File: src/sv/fpbq_pkg.sv
// ----------------------------------------------------------------------------
// fpbq_pkg
// Shared constants and the rounding product helper for the biquad filter.
// ----------------------------------------------------------------------------
`default_nettype none

package fpbq_pkg;

  localparam int unsigned SampleWidth = 16;
  localparam int unsigned CfgIdxWidth = 3;

  typedef logic signed [SampleWidth-1:0] sample_t;

  // Configuration register indexes
  typedef enum logic [CfgIdxWidth-1:0] {
    REG_B0       = 3'd0,
    REG_B1       = 3'd1,
    REG_B2       = 3'd2,
    REG_A1       = 3'd3,
    REG_A2       = 3'd4,
    REG_INIT_IN  = 3'd5,
    REG_INIT_OUT = 3'd6
  } cfg_reg_t;

  // Reset values of the configuration registers
  localparam sample_t RstB0      = 16'sh76B0;
  localparam sample_t RstB1      = 16'sh76B0;
  localparam sample_t RstB2      = 16'sh76B0;
  localparam sample_t RstA1      = 16'sh74A7;
  localparam sample_t RstA2      = 16'sh94D7;
  localparam sample_t RstInitIn  = 16'sh8001;
  localparam sample_t RstInitOut = 16'shC000;

  // Right shifts applied to each product
  localparam int unsigned ShB0 = 24;
  localparam int unsigned ShB1 = 23;
  localparam int unsigned ShB2 = 24;
  localparam int unsigned ShA1 = 14;
  localparam int unsigned ShA2 = 15;

  // Signed 16x16 product, rounded and arithmetic-shifted right by sh.
  // Only the low 16 bits are kept: the final sum wraps modulo 2^16 anyway.
  function automatic logic [SampleWidth-1:0] rnd_prod(
    input sample_t     coef,
    input sample_t     data,
    input int unsigned sh
  );
    logic signed [31:0] prod;
    logic signed [32:0] acc;
    logic signed [32:0] shifted;
    prod    = coef * data;
    acc     = 33'(prod) + (33'sd1 <<< (sh - 1));
    shifted = acc >>> sh;
    return shifted[SampleWidth-1:0];
  endfunction

endpackage

`default_nettype wire

File: src/sv/fixed_point_biquad_iir.sv
// ----------------------------------------------------------------------------
// fixed_point_biquad_iir
// Second-order direct-form-I IIR filter on signed 16-bit samples.
// ----------------------------------------------------------------------------
// Usage:
//   Input words arrive on in_valid/in_ready/sample_in and are captured in an
//   input register. From there the five products, their rounding and the
//   wrapped sum are formed and the result lands in the output register, which
//   drives out_valid/sample_out. One word per cycle is sustained while the
//   output is not stalled: the input register advances whenever the output
//   register is empty or being drained, and the past-output registers that
//   feed the sum back update on each such advance.
//   If the receiver holds out_ready low, the output register keeps its word,
//   the input register fills, and in_ready drops until the output drains.
//   The configuration channel is always ready; a write to index 0..6 updates
//   that register and reloads both past inputs and both past outputs from
//   initial_input and initial_output. Writes to index 7 are ignored.
//   Configuration must be written only while the filter is idle; not enforced.
//   Reset (rst, synchronous) restores the default coefficients, loads the
//   past values from the default initial conditions and empties both stages.
// ----------------------------------------------------------------------------
`default_nettype none

module fixed_point_biquad_iir
  import fpbq_pkg::*;
(
  input  wire logic                   clk,
  input  wire logic                   rst,
  // sample input
  input  wire logic                   in_valid,
  output logic                        in_ready,
  input  wire logic signed [15:0]     sample_in,
  // sample output
  output logic                        out_valid,
  input  wire logic                   out_ready,
  output logic signed [15:0]          sample_out,
  // configuration writes
  input  wire logic                   cfg_valid,
  output logic                        cfg_ready,
  input  wire logic [CfgIdxWidth-1:0] cfg_index,
  input  wire logic signed [15:0]     cfg_data
);

  // Configuration registers
  sample_t coef_b0, coef_b1, coef_b2, coef_a1, coef_a2;
  sample_t initial_input, initial_output;
  sample_t coef_b0_next, coef_b1_next, coef_b2_next, coef_a1_next, coef_a2_next;
  sample_t initial_input_next, initial_output_next;
  logic    cfg_hit;

  // Filter history
  sample_t past_in_one, past_in_two, past_out_one, past_out_two;

  // Input stage and output stage
  logic    x_valid;
  sample_t x_data;
  sample_t y_data;
  logic    advance;
  logic    in_fire;

  assign cfg_ready = 1'b1;

  // Output register frees up when empty or taken this cycle
  assign advance  = x_valid && (!out_valid || out_ready);
  assign in_ready = !x_valid || advance;
  assign in_fire  = in_valid && in_ready;

  // Register write decode
  always_comb begin
    coef_b0_next        = coef_b0;
    coef_b1_next        = coef_b1;
    coef_b2_next        = coef_b2;
    coef_a1_next        = coef_a1;
    coef_a2_next        = coef_a2;
    initial_input_next  = initial_input;
    initial_output_next = initial_output;
    cfg_hit             = 1'b0;
    if (cfg_valid) begin
      cfg_hit = 1'b1;
      case (cfg_reg_t'(cfg_index))
        REG_B0:       coef_b0_next        = cfg_data;
        REG_B1:       coef_b1_next        = cfg_data;
        REG_B2:       coef_b2_next        = cfg_data;
        REG_A1:       coef_a1_next        = cfg_data;
        REG_A2:       coef_a2_next        = cfg_data;
        REG_INIT_IN:  initial_input_next  = cfg_data;
        REG_INIT_OUT: initial_output_next = cfg_data;
        default:      cfg_hit             = 1'b0;
      endcase
    end
  end

  // Five rounded products summed modulo 2^16
  always_comb begin
    y_data = sample_t'(rnd_prod(coef_b0, x_data, ShB0)
                     + rnd_prod(coef_b1, past_in_one, ShB1)
                     + rnd_prod(coef_b2, past_in_two, ShB2)
                     + rnd_prod(coef_a1, past_out_one, ShA1)
                     + rnd_prod(coef_a2, past_out_two, ShA2));
  end

  // Configuration and history
  always_ff @(posedge clk) begin
    if (rst) begin
      coef_b0        <= RstB0;
      coef_b1        <= RstB1;
      coef_b2        <= RstB2;
      coef_a1        <= RstA1;
      coef_a2        <= RstA2;
      initial_input  <= RstInitIn;
      initial_output <= RstInitOut;
      past_in_one    <= RstInitIn;
      past_in_two    <= RstInitIn;
      past_out_one   <= RstInitOut;
      past_out_two   <= RstInitOut;
    end else if (cfg_hit) begin
      coef_b0        <= coef_b0_next;
      coef_b1        <= coef_b1_next;
      coef_b2        <= coef_b2_next;
      coef_a1        <= coef_a1_next;
      coef_a2        <= coef_a2_next;
      initial_input  <= initial_input_next;
      initial_output <= initial_output_next;
      past_in_one    <= initial_input_next;
      past_in_two    <= initial_input_next;
      past_out_one   <= initial_output_next;
      past_out_two   <= initial_output_next;
    end else if (advance) begin
      past_in_two  <= past_in_one;
      past_in_one  <= x_data;
      past_out_two <= past_out_one;
      past_out_one <= y_data;
    end
  end

  // Input register
  always_ff @(posedge clk) begin
    if (rst) begin
      x_valid <= 1'b0;
    end else if (in_fire) begin
      x_valid <= 1'b1;
    end else if (advance) begin
      x_valid <= 1'b0;
    end
    if (in_fire) begin
      x_data <= sample_in;
    end
  end

  // Output register
  always_ff @(posedge clk) begin
    if (rst) begin
      out_valid <= 1'b0;
    end else if (advance) begin
      out_valid <= 1'b1;
    end else if (out_ready) begin
      out_valid <= 1'b0;
    end
    if (advance) begin
      sample_out <= y_data;
    end
  end

endmodule

`default_nettype wire

File: config.mk
export PLATFORM = sky130hd
export DESIGN_NAME = fixed_point_biquad_iir
export DESIGN_NICKNAME = d
export VERILOG_FILES = /design/src/sv/fpbq_pkg.sv /design/src/sv/fixed_point_biquad_iir.sv
export SDC_FILE = /design/constraint.sdc
export NUM_CORES = 2
export LEC_CHECK = 0
export BUFFER_PORTS_ARGS = -buffer_cell sky130_fd_sc_hd__buf_4
export CAP_MARGIN = 20
export CORE_MARGIN = 8
export CORE_UTILIZATION = 45
export CTS_BUF_LIST = sky130_fd_sc_hd__clkbuf_16
export CTS_CLUSTER_DIAMETER = 120
export DETAILED_ROUTE_END_ITERATION = 8
export PLACE_DENSITY = 0.68
export SKIP_LAST_GASP = 1
export SYNTH_ARGS = -nofsm -noshare
export SYNTH_HDL_FRONTEND = slang
export SYNTH_SLANG_ARGS = --single-unit
File: constraint.sdc
create_clock -name clk -period 9.8 [get_ports clk]
set_input_delay 0.49 -clock clk [delete_from_list [all_inputs] [get_ports clk]]
set_output_delay 0.49 -clock clk [all_outputs]
set_load 0.01 [all_outputs]
* Yosys cells after proc, flatten, opt, wreduce, memory -nomap -nowiden
Index checks and enable logic that the tools add are counted.
Word-level totals: flip-flop bits (word level) 210, input bits 40, output and inout port bits 19, word-level logic and storage cells 69
Cells by class: add/sub/neg operators 9, $mul 5, equal/unequal tests 6, muxes and demuxes 18, reduce and logical (&&, ||, !) cells 16
Operators by type and width (count):
- $mux W16 | 12
- $mul A16 B16 Y32 | 3
- $add A32 B25 Y33 const B | 2
- $add A32 B24 Y33 const B | 1
- $add A16 B16 Y16 | 2
- $add A31 B16 Y31 const B | 1
- $mul A16 B16 Y31 | 1
- $add A30 B15 Y30 const B | 1
- $mul A16 B16 Y30 | 1
- $reduce_and A3 Y1 | 5
- $add A11 B9 Y12 | 1
- $add A9 B10 Y11 | 1
- $eq A3 B3 Y1 const B | 3
- $reduce_or A7 Y1 | 1
- $eq A3 B2 Y1 const B | 2
- $mux W1 | 6
- $reduce_bool A2 Y1 | 3
- $eq A3 B1 Y1 const B | 1
- $logic_not A3 Y1 | 1
- $logic_and A1 B1 Y1 | 2
- $logic_not A1 Y1 | 2
- $logic_or A1 B1 Y1 | 2

* Depth between registers and ports, before layout
depth after elaboration 8, gate-level depth with buffers 50, mapped depth without buffers 49

* Worst setup path after synthesis
Ideal clock, no wire load.
kind register -> register, from register coef_b2[15], to register past_out_one[15], arrival 10.336 ns, data required time 9.678 ns, setup slack -0.658 ns, stages on the path, launching flop included 44, buffers on the path 1, period minus slack after synthesis 10.458 ns, path through dfxtp_1 clkbuf_1 nand2_1 inv_1 fa_1 fa_1 inv_1 fa_1 inv_1 fa_1 fa_1 inv_1 fa_1 inv_1 ha_1 nand4_1 nor3_1 and2_1 [... 8 more ...] fa_1 a21o_1 a211oi_1 nor2_1 o41ai_4 o21ai_2 fa_1 xnor2_1 xnor2_1 xnor2_1 xnor3_1 xnor2_1 xnor2_1 xnor2_1 or3_4 a21oi_2 nor3b_1 o32a_1
Between the ends: word-level cells in the longest chain between the ends 7
Ends and longest elaborated chain:
- start, declared | RTL line fixed_point_biquad_iir.sv:45 | sample_t coef_b0, coef_b1, coef_b2, coef_a1, coef_a2;
- start signal, assigned | RTL line fixed_point_biquad_iir.sv:107 | coef_b2 <= RstB2;
- start signal, assigned | RTL line fixed_point_biquad_iir.sv:119 | coef_b2 <= coef_b2_next;
- $mul A16 B16 Y32 | RTL line fpbq_pkg.sv:51 | prod = coef * data;
- $add A32 B25 Y33 | RTL line fpbq_pkg.sv:52 | acc = 33'(prod) + (33'sd1 <<< (sh - 1));
- $add A11 B9 Y12 | RTL line fixed_point_biquad_iir.sv:97 | + rnd_prod(coef_b2, past_in_two, ShB2)
- $add A16 B16 Y16 | RTL line fixed_point_biquad_iir.sv:98 | + rnd_prod(coef_a1, past_out_one, ShA1)
- $add A16 B16 Y16 | RTL line fixed_point_biquad_iir.sv:99 | + rnd_prod(coef_a2, past_out_two, ShA2));
- $mux W16 | RTL line fixed_point_biquad_iir.sv:128 | end else if (advance) begin
- $mux W16 | RTL line fixed_point_biquad_iir.sv:116 | end else if (cfg_hit) begin
- end signal, assigned | RTL line fixed_point_biquad_iir.sv:114 | past_out_one <= RstInitOut;
- end signal, assigned | RTL line fixed_point_biquad_iir.sv:126 | past_out_one <= initial_output_next;
- end signal, assigned | RTL line fixed_point_biquad_iir.sv:132 | past_out_one <= y_data;
- end, declared | RTL line fixed_point_biquad_iir.sv:52 | sample_t past_in_one, past_in_two, past_out_one, past_out_two;
Every way passes these cells. The select of a mux whose other input is x is not followed. A chain may end at the register's enable or synchronous reset.

* Worst setup path in the final report
Same ends and word-level chain as after synthesis.

==> out/results.txt <==
CTS sink cnt = 210
Final #Nets = 8319
CP max FO = 5
post-synthesis sequential area ratio = 8.07%
Final ANT Viol Nets = 0
initial core utilization = 45.3%
Net Count, Synth = 7948
startpoint class of the critical path = flop
Crit. path cell count = 47
drt total wl = 149000 um
CP bufs+invs = 13
cell family with most CP delay = adder cells
Max Root-Sink Buffers = 3
die area = 136000 um^2
number of synthesized flops with an enable pin = 32
critical path class = flop to flop
Vias = 41800
Critical Path AT = 10890 ps
placed inst area = 61700 um^2
vias in the first global route = 46100
violated checks = negative setup slack
Min-Delay Path Depth = 1
final setup fails = 12
TritonCTS Buffers = 27
Pre-Repair DR Iteration Count = 5
CP max stage cell = fa_2
CTS clk-pin slew, worst paths = 70 ps
Post-synth ARST share = 0%
Primary FF master, synth = dfxtp_1
max incr delay on CP = 620 ps
Post-CTS Hold Fix Bufs = 0
max-cap viol count = 0
gr usage total = 22.5%
register bit total from synthesis = 210
number of buffers added on ports = 57
share of cells above drive strength 1 = 13.2%
count of different cell masters after synthesis = 71
GRT overflow = 0
Die X = 369 um
first-pass GRT wire length = 246000 um
most frequent cells in the layout = inv_1, fa_1, nand2_1
Clk Latency, worst-skew pair = 620 ps
synth warn = 0
maximum number of pins on one net before global-route repair = 103
worst setup margin = -592 ps
Cells after Synth = 6148
DRC = 0
design area = 64000 um^2
min Tclk post-route = 10390 ps
Final Hold Slack = 67.1 ps
1st-iter DRT viols = 2706
commonest non-fill, non-tap cell in the layout = inv_1
P&R area growth vs syn = 14.2%
Achievable Freq = 96.2 MHz
Core ar. = 124000 um^2
Util after Layout = 51.8%
synthesized area = 56100 um^2
initial antenna violation count = 7
crit share post-route = 106%
Crit path top cell by count = fa_1
syn_area_per_cell = 9.12 um^2
Worst Setup End Kind = flop
status = finished with violations
DR vias/cell = 5.11
post-DP HPWL = 122000 um
wire length per cell = 18.3 um
Slew Limit Fails = 0
Hold/Removal Path Class = input port to flop
DIE HEIGHT = 369 um
row cnt = 129
Crit path required time = 10300 ps
CTS tree = built
final RePlAce weighted congestion = 0.905
endpoints failing hold = 0
Least-Margin Pin Slew = 1020 ps
Worst Clk Skew = 32.6 ps
Clock Tree Root = clkbuf_16
I/O pins = 59
R2R cell count = 47
Max-slew headroom = 32.3%
htree depth = 1
RSZ-0062 raised after global routing = true
-- logic make-up after synthesis --
| group | count (synthesis) | synth area share (%) |
|---|---|---|
| buffers and inverters | 1775 | 11.9 |
| other | 1 | 0.00669 |
| and+or+nand+nor | 1863 | 16.0 |
| DFF | 210 | 8.07 |
| adders and majority gates | 1760 | 57.2 |
| muxes | 18 | 0.324 |
| AOI/OAI and AO/OA | 392 | 4.46 |
| xor gates and xnor gates | 129 | 2.05 |
-- through the flow --
stage	cells	TNS [ps]	setup WS [ps]
after floorplan	6148	-9.98	-9.98
after global placement	8078	-7500	-872
after detailed placement	8079	-10220	-1070
after CTS	8167	-1490	-457
after global routing	8178	-8470	-1010
final	8179	-3680	-592
-- worst reg2reg max path: cells and delay by family, from the launching register on --
family	cells	cell delay, ps
adders and majority gates	11	5010
AOI/OAI and AO/OA	14	2620
buffers and inverters	13	1290
and+or+nand+nor	7	670
DFF	1	370
xor gates and xnor gates	2	300
-- Yosys cell counts, types with 21 or more instances --
cell / count / area share [%]
xnor2_1: 106 / 1.7
a21oi_1: 185 / 1.7
a21o_1: 43 / 0.58
nand3_1: 22 / 0.20
inv_1: 1524 / 10
dfxtp_1: 178 / 6.4
nand2_1: 894 / 6.0
fa_1: 1339 / 48
o21ai_0: 37 / 0.33
and2_1: 546 / 6.1
ha_1: 421 / 9.4
nand3b_1: 43 / 0.58
edfxtp_1: 32 / 1.7
o21a_1: 25 / 0.33
xor2_1: 21 / 0.33
nor3_1: 34 / 0.30
nand2b_1: 59 / 0.66
and3_1: 30 / 0.33
nor2_1: 195 / 1.3
clkbuf_1: 243 / 1.6
-- routing by layer --
metal | GRT usage, % | vias up | routed length (um)
met1 | 29.4 | 21500 | 59200
met4 | 7.90 | 2 | 6710
met3 | 3.11 | 333 | 10400
met2 | 38.4 | 1404 | 73100
li1 | - | 18600 | -
met5 | 0 | - | 13
-- repair_timing --
action | 4_1_cts | 5_1_grt
pin swaps | 91 | 67
gates cloned | 0 | 0
gates resized for setup | 177 | 83
endpoints found under the setup margin | 16 | 17
setup buffers | 41 | 11
-- state kept, by name, summed over array words and instances (netlist names) --
register / count
coef_a1: 16
coef_a2: 16
coef_b0: 16
coef_b1: 16
coef_b2: 16
initial_input: 16
initial_output: 16
past_in_one: 16
past_in_two: 16
past_out_one: 16
past_out_two: 16
sample_out: 16
x_data: 16
out_valid: 1
x_valid: 1
-- cell type report --
cell class,instances,area (um^2)
sequential,210,4620
timing repair buffer,592,4880
clock inverter,22,184
antenna,3,7.51
fill,11300,59600
multi-input combinational,4163,45900
inverter,1525,5730
clock buffer,27,676
tap,1637,2050
-- worst paths after layout --
kind / start / endpoint / slack (ps)
max: coef_b2[15] / past_out_one[15] / -590
min: sample_in[8] / x_data[8] / 70
max reg2reg: coef_b2[15] / past_out_one[15] / -590
min reg2reg: initial_output[7] / initial_output[7] / 470
Power is not shown: default switching activity piles up to over one toggle a cycle in this logic, so the estimate is an artifact.
